## config.mk

```make
export PLATFORM = sky130hd
export DESIGN_NAME = ascii_sensor_frame_parser_top
export DESIGN_NICKNAME = d
export VERILOG_FILES = /design/src/rtl/asfp_pkg.sv /design/src/rtl/asfp_parse.sv /design/src/rtl/ascii_sensor_frame_parser_top.sv
export SDC_FILE = /design/constraint.sdc
export NUM_CORES = 1
export LEC_CHECK = 0
export CORE_MARGIN = 5
export CORE_UTILIZATION = 55
export CTS_CLUSTER_SIZE = 16
export DETAILED_ROUTE_END_ITERATION = 16
export DONT_BUFFER_PORTS = 1
export PLACE_DENSITY = 0.74
export SETUP_SLACK_MARGIN = 0.2
export SYNTH_ARGS = -nofsm -noshare
export SYNTH_HDL_FRONTEND = slang
export SYNTH_SLANG_ARGS = --single-unit
```

## constraint.sdc

```tcl
create_clock -name i_clk -period 2.4 [get_ports i_clk]
set_input_delay 0.24 -clock i_clk [delete_from_list [all_inputs] [get_ports i_clk]]
set_output_delay 0.24 -clock i_clk [all_outputs]
set_load 0.02 [all_outputs]
```

## src/rtl/asfp_pkg.sv

```systemverilog
// Package for the ASCII sensor frame parser.
// Holds the frame byte codes, field widths and the result record type.
// No dependencies; used by every module of the block.
`timescale 1ns / 1ps

package asfp_pkg;

    localparam int NUM_CHANNELS   = 5;
    localparam int MAX_DIGITS_DEF = 3;
    localparam int VALUE_W        = 10;
    localparam int BYTE_W         = 8;
    localparam int FIELD_W        = $clog2(NUM_CHANNELS);
    localparam int CFG_ADDR_W     = 1;
    localparam int CFG_DATA_W     = 10;

    localparam logic [BYTE_W-1:0] HDR_BYTE   = 8'd42;  // '*'
    localparam logic [BYTE_W-1:0] SEP_BYTE   = 8'd44;  // ','
    localparam logic [BYTE_W-1:0] END_BYTE   = 8'd35;  // '#'
    localparam logic [BYTE_W-1:0] DIGIT_LO   = 8'd48;  // '0'
    localparam logic [BYTE_W-1:0] DIGIT_HI   = 8'd57;  // '9'

    localparam logic [CFG_ADDR_W-1:0] REG_CHANNEL_ENABLE = 1'd0;
    localparam logic [CFG_ADDR_W-1:0] REG_IDLE_LEVEL     = 1'd1;

    localparam logic [NUM_CHANNELS-1:0] CHANNEL_ENABLE_RST = 5'd31;
    localparam logic [VALUE_W-1:0]      IDLE_LEVEL_RST     = 10'd500;

    typedef enum logic [1:0] {
        ST_HUNT  = 2'b01,
        ST_FRAME = 2'b10
    } t_state;

    typedef struct packed {
        logic                                 status;
        logic [NUM_CHANNELS-1:0][VALUE_W-1:0] value;
    } t_result;

endpackage

```

## src/rtl/asfp_parse.sv

```systemverilog
// Per-byte frame decoder: frame state, field accumulator and held field values.
// Builds the result record when the end byte closes a frame.
// Depends on asfp_pkg.
`timescale 1ns / 1ps

module asfp_parse #(
    parameter int MAX_DIGITS = asfp_pkg::MAX_DIGITS_DEF
) (
    input  logic                                 i_clk,
    input  logic                                 i_rst_n,
    input  logic                                 i_en,
    input  logic [asfp_pkg::BYTE_W-1:0]          i_byte,
    input  logic [asfp_pkg::NUM_CHANNELS-1:0]    i_chan_en,
    input  logic [asfp_pkg::VALUE_W-1:0]         i_idle_level,
    output logic                                 o_fire,
    output asfp_pkg::t_result                    o_result
);

    localparam int DIGIT_W = $clog2(MAX_DIGITS + 1);
    localparam int HELD_N  = (asfp_pkg::NUM_CHANNELS > 1) ? asfp_pkg::NUM_CHANNELS - 1 : 1;
    localparam int HW      = (HELD_N > 1) ? $clog2(HELD_N) : 1;
    localparam int VW      = asfp_pkg::VALUE_W;
    localparam int FW      = asfp_pkg::FIELD_W;

    asfp_pkg::t_state r_state, n_state;
    logic [FW-1:0]      r_field, n_field;
    logic [DIGIT_W-1:0] r_digits, n_digits;
    logic [VW-1:0]      r_cur, n_cur;
    logic               r_bad, n_bad;
    logic [VW-1:0]      r_held [HELD_N];
    logic               held_we;

    logic          is_digit;
    logic          last_field;
    logic          end_bad;
    logic [VW-1:0] acc;

    assign is_digit   = (i_byte >= asfp_pkg::DIGIT_LO) && (i_byte <= asfp_pkg::DIGIT_HI);
    assign last_field = (r_field == FW'(asfp_pkg::NUM_CHANNELS - 1));
    assign acc        = (r_cur << 3) + (r_cur << 1) + VW'(i_byte[3:0]);
    assign end_bad    = r_bad || (r_digits == '0) || !last_field;

    always_comb begin
        n_state  = r_state;
        n_field  = r_field;
        n_digits = r_digits;
        n_cur    = r_cur;
        n_bad    = r_bad;
        held_we  = 1'b0;
        o_fire   = 1'b0;
        if (i_en) begin
            priority if (i_byte == asfp_pkg::HDR_BYTE) begin
                n_state  = asfp_pkg::ST_FRAME;
                n_field  = '0;
                n_digits = '0;
                n_cur    = '0;
                n_bad    = 1'b0;
            end else if (r_state != asfp_pkg::ST_FRAME) begin
                n_state = r_state;
            end else if (is_digit) begin
                if (r_digits == DIGIT_W'(MAX_DIGITS)) begin
                    n_bad = 1'b1;
                end else begin
                    n_cur    = acc;
                    n_digits = r_digits + DIGIT_W'(1);
                end
            end else if (i_byte == asfp_pkg::SEP_BYTE) begin
                if (r_digits == '0) n_bad = 1'b1;
                if (last_field) begin
                    n_bad = 1'b1;
                end else begin
                    held_we = 1'b1;
                    n_field = r_field + FW'(1);
                end
                n_digits = '0;
                n_cur    = '0;
            end else if (i_byte == asfp_pkg::END_BYTE) begin
                o_fire   = 1'b1;
                n_state  = asfp_pkg::ST_HUNT;
                n_field  = '0;
                n_digits = '0;
                n_cur    = '0;
                n_bad    = 1'b0;
            end else begin
                n_bad = 1'b1;
            end
        end
    end

    always_comb begin
        o_result.status = end_bad;
        for (int i = 0; i < asfp_pkg::NUM_CHANNELS; i++) begin
            if (end_bad) begin
                o_result.value[i] = '0;
            end else if (!i_chan_en[i]) begin
                o_result.value[i] = i_idle_level;
            end else if (i == asfp_pkg::NUM_CHANNELS - 1) begin
                o_result.value[i] = r_cur;
            end else begin
                o_result.value[i] = r_held[HW'(i)];
            end
        end
    end

    always_ff @(posedge i_clk) begin
        if (!i_rst_n) begin
            r_state  <= asfp_pkg::ST_HUNT;
            r_field  <= '0;
            r_digits <= '0;
            r_cur    <= '0;
            r_bad    <= 1'b0;
        end else begin
            r_state  <= n_state;
            r_field  <= n_field;
            r_digits <= n_digits;
            r_cur    <= n_cur;
            r_bad    <= n_bad;
        end
    end

    always_ff @(posedge i_clk) begin
        if (held_we) begin
            r_held[r_field[HW-1:0]] <= r_cur;
        end
    end

endmodule

```

## src/rtl/ascii_sensor_frame_parser_top.sv

```systemverilog
// Top level of the ASCII sensor frame parser.
// Holds the configuration registers and the result register; uses asfp_parse, asfp_pkg.
`timescale 1ns / 1ps

// One received byte is taken per cycle, every cycle, as long as the result
// register is empty or its item is being taken in the same cycle. A frame is
// '*', five comma-separated decimal fields of one to MAX_DIGITS digits, and
// '#'; a '#' in a frame yields one result item in the cycle after it is taken,
// all other bytes yield none. Status 1 marks a malformed frame, and then every
// sensor value is zero. Disabled channels report the idle level. Register 0
// is the channel enable mask (reset 31), register 1 the idle level (reset 500).

module ascii_sensor_frame_parser_top #(
    parameter int MAX_DIGITS = asfp_pkg::MAX_DIGITS_DEF
) (
    input  logic                                i_clk,
    input  logic                                i_rst_n,
    input  logic                                i_cfg_we,
    input  logic [asfp_pkg::CFG_ADDR_W-1:0]     i_cfg_addr,
    input  logic [asfp_pkg::CFG_DATA_W-1:0]     i_cfg_data,
    input  logic                                i_rx_valid,
    output logic                                o_rx_ready,
    input  logic [asfp_pkg::BYTE_W-1:0]         i_rx_byte,
    output logic                                o_res_valid,
    input  logic                                i_res_ready,
    output logic                                o_frame_status,
    output logic [asfp_pkg::VALUE_W-1:0]        o_sensor_one,
    output logic [asfp_pkg::VALUE_W-1:0]        o_sensor_two,
    output logic [asfp_pkg::VALUE_W-1:0]        o_sensor_three,
    output logic [asfp_pkg::VALUE_W-1:0]        o_sensor_four,
    output logic [asfp_pkg::VALUE_W-1:0]        o_sensor_five
);

    logic [asfp_pkg::NUM_CHANNELS-1:0] r_chan_en;
    logic [asfp_pkg::VALUE_W-1:0]      r_idle_level;
    logic                              r_res_valid;
    asfp_pkg::t_result                 r_res;
    asfp_pkg::t_result                 n_res;
    logic                              rx_take;
    logic                              fire;

    assign o_rx_ready = !r_res_valid || i_res_ready;
    assign rx_take    = i_rx_valid && o_rx_ready;

    asfp_parse #(
        .MAX_DIGITS (MAX_DIGITS)
    ) u_parse (
        .i_clk        (i_clk),
        .i_rst_n      (i_rst_n),
        .i_en         (rx_take),
        .i_byte       (i_rx_byte),
        .i_chan_en    (r_chan_en),
        .i_idle_level (r_idle_level),
        .o_fire       (fire),
        .o_result     (n_res)
    );

    always_ff @(posedge i_clk) begin
        if (!i_rst_n) begin
            r_chan_en    <= asfp_pkg::CHANNEL_ENABLE_RST;
            r_idle_level <= asfp_pkg::IDLE_LEVEL_RST;
        end else if (i_cfg_we) begin
            unique case (i_cfg_addr)
                asfp_pkg::REG_CHANNEL_ENABLE: r_chan_en <= i_cfg_data[asfp_pkg::NUM_CHANNELS-1:0];
                asfp_pkg::REG_IDLE_LEVEL:     r_idle_level <= i_cfg_data[asfp_pkg::VALUE_W-1:0];
                default: ;
            endcase
        end
    end

    always_ff @(posedge i_clk) begin
        if (!i_rst_n) begin
            r_res_valid <= 1'b0;
        end else if (fire) begin
            r_res_valid <= 1'b1;
        end else if (i_res_ready) begin
            r_res_valid <= 1'b0;
        end
    end

    always_ff @(posedge i_clk) begin
        if (fire) begin
            r_res <= n_res;
        end
    end

    assign o_res_valid    = r_res_valid;
    assign o_frame_status = r_res.status;
    assign o_sensor_one   = r_res.value[0];
    assign o_sensor_two   = r_res.value[1];
    assign o_sensor_three = r_res.value[2];
    assign o_sensor_four  = r_res.value[3];
    assign o_sensor_five  = r_res.value[4];

endmodule

```

After elaboration in Yosys (flattened, before gate mapping)
Memory sizes are Yosys's and may differ from the RTL's.
Index checks and enable logic that the tools add are counted.
Storage, ports and cells
  output and inout bits: 53
  input bits: 24
  memory bits (writable): 40
  bits in registers: 85
  word-level logic and storage cells: 105
  memories kept: 1
Memory list
  u_parse.r_held: depth 4, bits a word 10, read ports 4, clocked after Yosys merged registers in 0, wr ports 1, line asfp_parse.sv:30  | logic [VW-1:0] r_held [HELD_N];
Cells by class
  bitwise gates (word level): 1
  $lt $le $gt $ge: 2
  muxes and demuxes: 52
  $add $sub $neg: 4
  eq/ne operators: 13
  reduce and logical (&&, ||, !) cells: 18
Operator list (count)
  two-way mux 10 bit: 11
  == test 8 x 6 -> 1 bit (second input constant): 3
  two-way mux 1 bit: 24
  two-way mux 2 bit: 11
  two-way mux 3 bit: 6
  adder 10 bit: 1
  adder 10 x 4 -> 10 bit: 1
  AND reduction 5 bit: 2
  inequality test 3 bit (second input constant): 3
  >= comparator 8 x 6 -> 1 bit (second input constant): 1
  less-or-equal comparator 8 x 6 -> 1 bit (second input constant): 1
  AND reduction 4 bit: 2
  inequality test 5 x 2 -> 1 bit (second input constant): 1
  inequality test 2 x 1 -> 1 bit (second input constant): 2
  inequality test 2 bit (second input constant): 2
  AND reduction 2 bit: 2
  nonzero test 2 bit: 2
  nonzero test 4 bit: 1
  adder 3 x 1 -> 3 bit (second input constant): 1
  == test 3 bit (second input constant): 1
  logical OR 1 bit: 3
  nonzero test 3 bit: 1
  adder 2 x 1 -> 2 bit (second input constant): 1
  == test 2 bit (second input constant): 1
  other kinds (4): 6

Longest topological paths before layout
  depth after elaboration: 9
  depth in mapped cells: 9
  mapped depth without buffers: 9

By module
A second synthesis with hierarchy kept.
Second synthesis, totals
  cells, all modules: 429
  area, all modules: 5615.4 um^2
By module, submodules not included
  asfp_parse: cells each 304, times used 1, area each 3370.7 um^2
  ascii_sensor_frame_parser_top: cells each 125, times used 1, area each 2244.7 um^2

Least setup slack after synthesis
OpenSTA, ideal clock, no wires.
  path type: input to register
  from: in i_rx_byte[4] (netlist name)
  to: reg r_res, in the netlist o_frame_status, enable pin
  path slack: -0.226 ns
  data arrival time: 2.220 ns
  cell stages on the path: 4
  data required time: 1.995 ns
  setup time: 0.405 ns
  path through: nor4b_4 nand2_1 or4_1 inv_1
On the way
  cells in the longest elaborated chain, start to end: 7
  elaborated cells between the ends (all ways): 12
  those cells by class: 2 x order compare; 3 x eq/ne; 6 x mux; 1 x reduce/logical
RTL lines
  start, declared: line ascii_sensor_frame_parser_top.sv:23  | input logic [asfp_pkg::BYTE_W-1:0] i_rx_byte,
  parallel branches: the longest is 5 deep, another holds >= comparator 8 x 6 -> 1 bit
  two-way mux 1 bit *: line asfp_parse.sv:52  | priority if (i_byte == asfp_pkg::HDR_BYTE) begin
  two-way mux 1 bit *: line asfp_parse.sv:51  | if (i_en) begin
  named net fire: line ascii_sensor_frame_parser_top.sv:40  | logic fire;
  end signal, assigned: line ascii_sensor_frame_parser_top.sv:83  | r_res <= n_res;
  end, declared: line ascii_sensor_frame_parser_top.sv:37  | asfp_pkg::t_result r_res;
Mark *: on every way through the listed nets, which the timed path passes.
A chain may end at the register's enable or synchronous reset.

Final worst setup path
  from: reg u_parse.r_cur[2]
  to: reg u_parse.r_cur[8]
On the way
  cells in the longest elaborated chain, start to end: 6
RTL lines
  start, declared: line asfp_parse.sv:28  | logic [VW-1:0] r_cur, n_cur;
  start signal, assigned: line asfp_parse.sv:116  | r_cur <= n_cur;
  adder 10 bit: line asfp_parse.sv:40  | assign acc = (r_cur << 3) + (r_cur << 1) + VW'(i_byte[3:0]);
  adder 10 x 4 -> 10 bit: line asfp_parse.sv:40
  two-way mux 10 bit: line asfp_parse.sv:61  | if (r_digits == DIGIT_W'(MAX_DIGITS)) begin
  two-way mux 10 bit: line asfp_parse.sv:60  | end else if (is_digit) begin
  two-way mux 10 bit: line asfp_parse.sv:58  | end else if (r_state != asfp_pkg::ST_FRAME) begin
  two-way mux 10 bit: line asfp_parse.sv:52
Every way passes these cells. The select of a mux whose other input is x is not followed.

==> reports/results.tsv <==
metric	value	unit
status	complete, no violations	
clk_pin_slew	0.06	ns
num-fill-cells	660	
stdcell_count	595	
p_per_area	783	nW/um^2
starting_density_of_the_core	0.570	
rsz0062_at_grt	true	
track_usage	0.212	
ctsHtreeMaxLevel	4	
insertedDiodeCount	0	
first_pass_grt_wire_length	18300	um
port_buffers	0	
cts.sink_count	125	
async_flop_share	0	
num_rows	35	
routed_wire_length_per_instance	19.3	um
worst-slew-pin-transition	0.766	ns
number_of_max_cap_violations	0	
ys_seq_elements	125	
worst_r2r_startpoint	u_parse.r_cur[2]$_SDFFE_PN0P_	
syn_nets	460	
setup.worst_path.start	u_parse.r_cur[2]$_SDFFE_PN0P_	
r2r-end	u_parse.r_cur[8]$_SDFFE_PN0P_	
pre_cts_slack	0.0963	ns
drt-pass1-iter-count	5	
worst_ep_arrival_time	2.61	ns
critPathKind	reg2reg	
r2r_slack	0.18	ns
path_max_fanout	7	
design.portCount	77	
place_congestion	0.912	
slew-limit-headroom	0.489	
max-vdd-ir-drop	0.447	mV
setup_violations	0	
cellLeakagePower	2.66	nW
worst_setup_path_endpoint	u_parse.r_cur[8]$_SDFFE_PN0P_	
ys.warnings.count	0	
final_critical_path_setup_slack	0.185	ns
die-area	11700	sq um
vias_in_the_first_global_route	3428	
drive_gt1_frac	0.144	
grt-ovfl-total	0	
final_max_tran_viols	0	
required	2.80	ns
timing.clock.skew	0.0111	ns
cts_made_buffers	17	
final_min_period_over_clock_period	0.923	
final.min_clock_period	2.22	ns
die-width	108	um
fin_nets	500	
total_vias_in_the_final_route	3369	
die_y	108	um
clock.fmax	0.451	GHz
reg2reg_path_depth	9	
syn_avg_cell_area	12.8	sq um
hold_path_class	in2reg	
initialDrtViolationCount	274	
place_inst	545	
detailed_place_hpwl	7730	um
longest_clk_path_bufs	2	
synth_seq_area_share	0.642	
kind_of_start_point_of_the_critical_path	register	
synthesis.area	5320	sq um
setup-tns-final	0	ns
route.final.wire_length	11500	um
synthesis.instances	414	
worst_skew_pair_latency	0.51	ns
root_buffer	sky130_fd_sc_hd__clkbuf_8	
synth_cell_type_count	41	
drc	0	
synth_edf_count	91	
hold-path-cell-count	3	
vias_per_cell	5.66	
area_growth	20.0	%
worst_setup_path_end_kind	register	
core_area	9330	sq um
timing.final.hold_violations	0	
tritoncts_clock_tree	done	
synth_flop_cell	sky130_fd_sc_hd__edfxtp_1	
grt_max_degree	36	
antenna_found_initial	0	
final_antenna_net_count	0	
==> where the power goes <==
group,switching [mW],internal (mW)
clock,0.918,1.58
sequential,0.0485,2.30
combinational,0.0690,0.0801
==> cell type report <==
class / count / area (sq um) / area share
clock buffers: 17 / 414 / 0.0649
clock inverters: 14 / 168 / 0.0263
inverters: 14 / 56.3 / 0.00882
multi-input cells: 259 / 1830 / 0.286
flip-flops and latches: 125 / 3420 / 0.536
well taps: 129 / 161 / 0.0253
repair buffers: 37 / 335 / 0.0525
==> state kept, by name, summed over array words and instances, names as in the netlist <==
name / flops
u_parse.r_cur: 10
o_sensor_five: 10
o_frame_status: 1
o_sensor_one: 10
o_sensor_four: 10
r_idle_level: 10
u_parse.r_held: 40
o_sensor_three: 10
u_parse.r_digits: 2
o_res_valid: 1
o_sensor_two: 10
u_parse.r_field: 3
r_chan_en: 5
u_parse.r_state: 2
u_parse.r_bad: 1
==> critical path, cell delays in order (launching register included) <==
cell	delay [ns]
sky130_fd_sc_hd__dfxtp_4	0.39
sky130_fd_sc_hd__inv_2	0.05
sky130_fd_sc_hd__fa_1	0.51
sky130_fd_sc_hd__inv_2	0.06
sky130_fd_sc_hd__fa_2	0.37
sky130_fd_sc_hd__a211oi_2	0.20
sky130_fd_sc_hd__o21bai_1	0.09
sky130_fd_sc_hd__a21oi_1	0.18
sky130_fd_sc_hd__xnor2_1	0.09
sky130_fd_sc_hd__a22o_1	0.18
==> synth_stat cells (all sizes together), types with 2 or more instances <==
library cell  number  area [sq um]
o211ai             3          22.5
o21ai              2          10.0
buf                6          23.8
edfxtp            91          2730
a21oi             12          60.1
o211a              2          20.0
and2               5          31.3
clkbuf            10          37.5
or4                2          15.0
dfxtp             34           681
a211oi             3          22.5
a22o              11          96.3
inv               13          48.8
a21o               2          15.0
nor2              61           229
xnor2              7          61.3
mux2i             50           500
nand4              2          12.5
fa                 2          40.0
xor2               2          17.5
or3                2          13.8
and2b              2          17.5
nor3               2          10.0
nand2             38           143
nand3             17          85.1
ha                20           250
==> cells by family (layout without fill, tap and decap cells) <==
| kind of cell | Yosys count | count (layout) | share of synthesized area |
|---|---|---|---|
| and+or+nand+nor | 138 | 138 | 0.117 |
| DFF | 125 | 125 | 0.642 |
| muxes | 51 | 51 | 0.0962 |
| AOI/OAI and AO/OA | 39 | 39 | 0.0536 |
| buffers and inverters | 30 | 82 | 0.0214 |
| adders and majority gates | 22 | 22 | 0.0546 |
| xor gates and xnor gates | 9 | 9 | 0.0148 |
==> repair_timing <==
action,in CTS,in global routing
gates cloned,0,0
pin swaps,3,2
setup buffers,0,1
gates resized for setup,1,1
hold buffers,18,0
setup endpoints to repair,2,11
endpoints found under the hold margin,22,0
==> cells in the final DEF, fill, tap and decap left out, types with 5 or more instances in the layout <==
master                           n
sky130_fd_sc_hd__nor2_1         61
sky130_fd_sc_hd__xnor2_1         7
sky130_fd_sc_hd__dfxtp_1        32
sky130_fd_sc_hd__ha_1           19
sky130_fd_sc_hd__buf_4          18
sky130_fd_sc_hd__a22o_1         11
sky130_fd_sc_hd__clkbuf_16      16
sky130_fd_sc_hd__nand3_1        17
sky130_fd_sc_hd__mux2i_1        50
sky130_fd_sc_hd__inv_1          10
sky130_fd_sc_hd__dlygate4sd3_1  18
sky130_fd_sc_hd__edfxtp_1       91
sky130_fd_sc_hd__a21oi_1        10
sky130_fd_sc_hd__nand2_1        38
sky130_fd_sc_hd__and2_1          5
==> worst min path at each step <==
stage                       start                            to  slack (ns)
global placement          i_rst_n     r_chan_en[4]$_SDFFE_PN1P_        0.32
global route              i_rst_n  r_idle_level[9]$_SDFFE_PN0P_        0.04
CTS                       i_rst_n  r_idle_level[9]$_SDFFE_PN0P_        0.01
detailed placement        i_rst_n     r_chan_en[1]$_SDFFE_PN1P_        0.32
finish                    i_rst_n  r_idle_level[9]$_SDFFE_PN0P_        0.05
floorplan           i_cfg_data[2]  r_idle_level[2]$_SDFFE_PN1P_        0.36
==> stage by stage <==
| stage | utilization | area (sq um) | hold WS (ns) | power (mW) |
|---|---|---|---|---|
| 2_1_floorplan | - | 5360 | 0.364 | 2.47 |
| 3_3_place_gp | 0.601 | 5600 | 0.316 | 2.51 |
| 3_5_place_dp | 0.601 | 5600 | 0.318 | 2.51 |
| 4_1_cts | 0.683 | 6370 | 0.00987 | 5.02 |
| 5_1_grt | 0.684 | 6380 | 0.0434 | 5.14 |
| 6_report | 0.684 | 6380 | 0.0530 | 4.99 |
==> routing by layer <==
metal	vias to the layer above	routed length (um)	track usage
met4	0	237	0.0965
li1	1585	-	-
met2	137	5690	0.353
met1	1629	4700	0.258
met3	18	878	0.0567
met5	-	0	0
No activity file was read; power rests on OpenSTA's default activity.
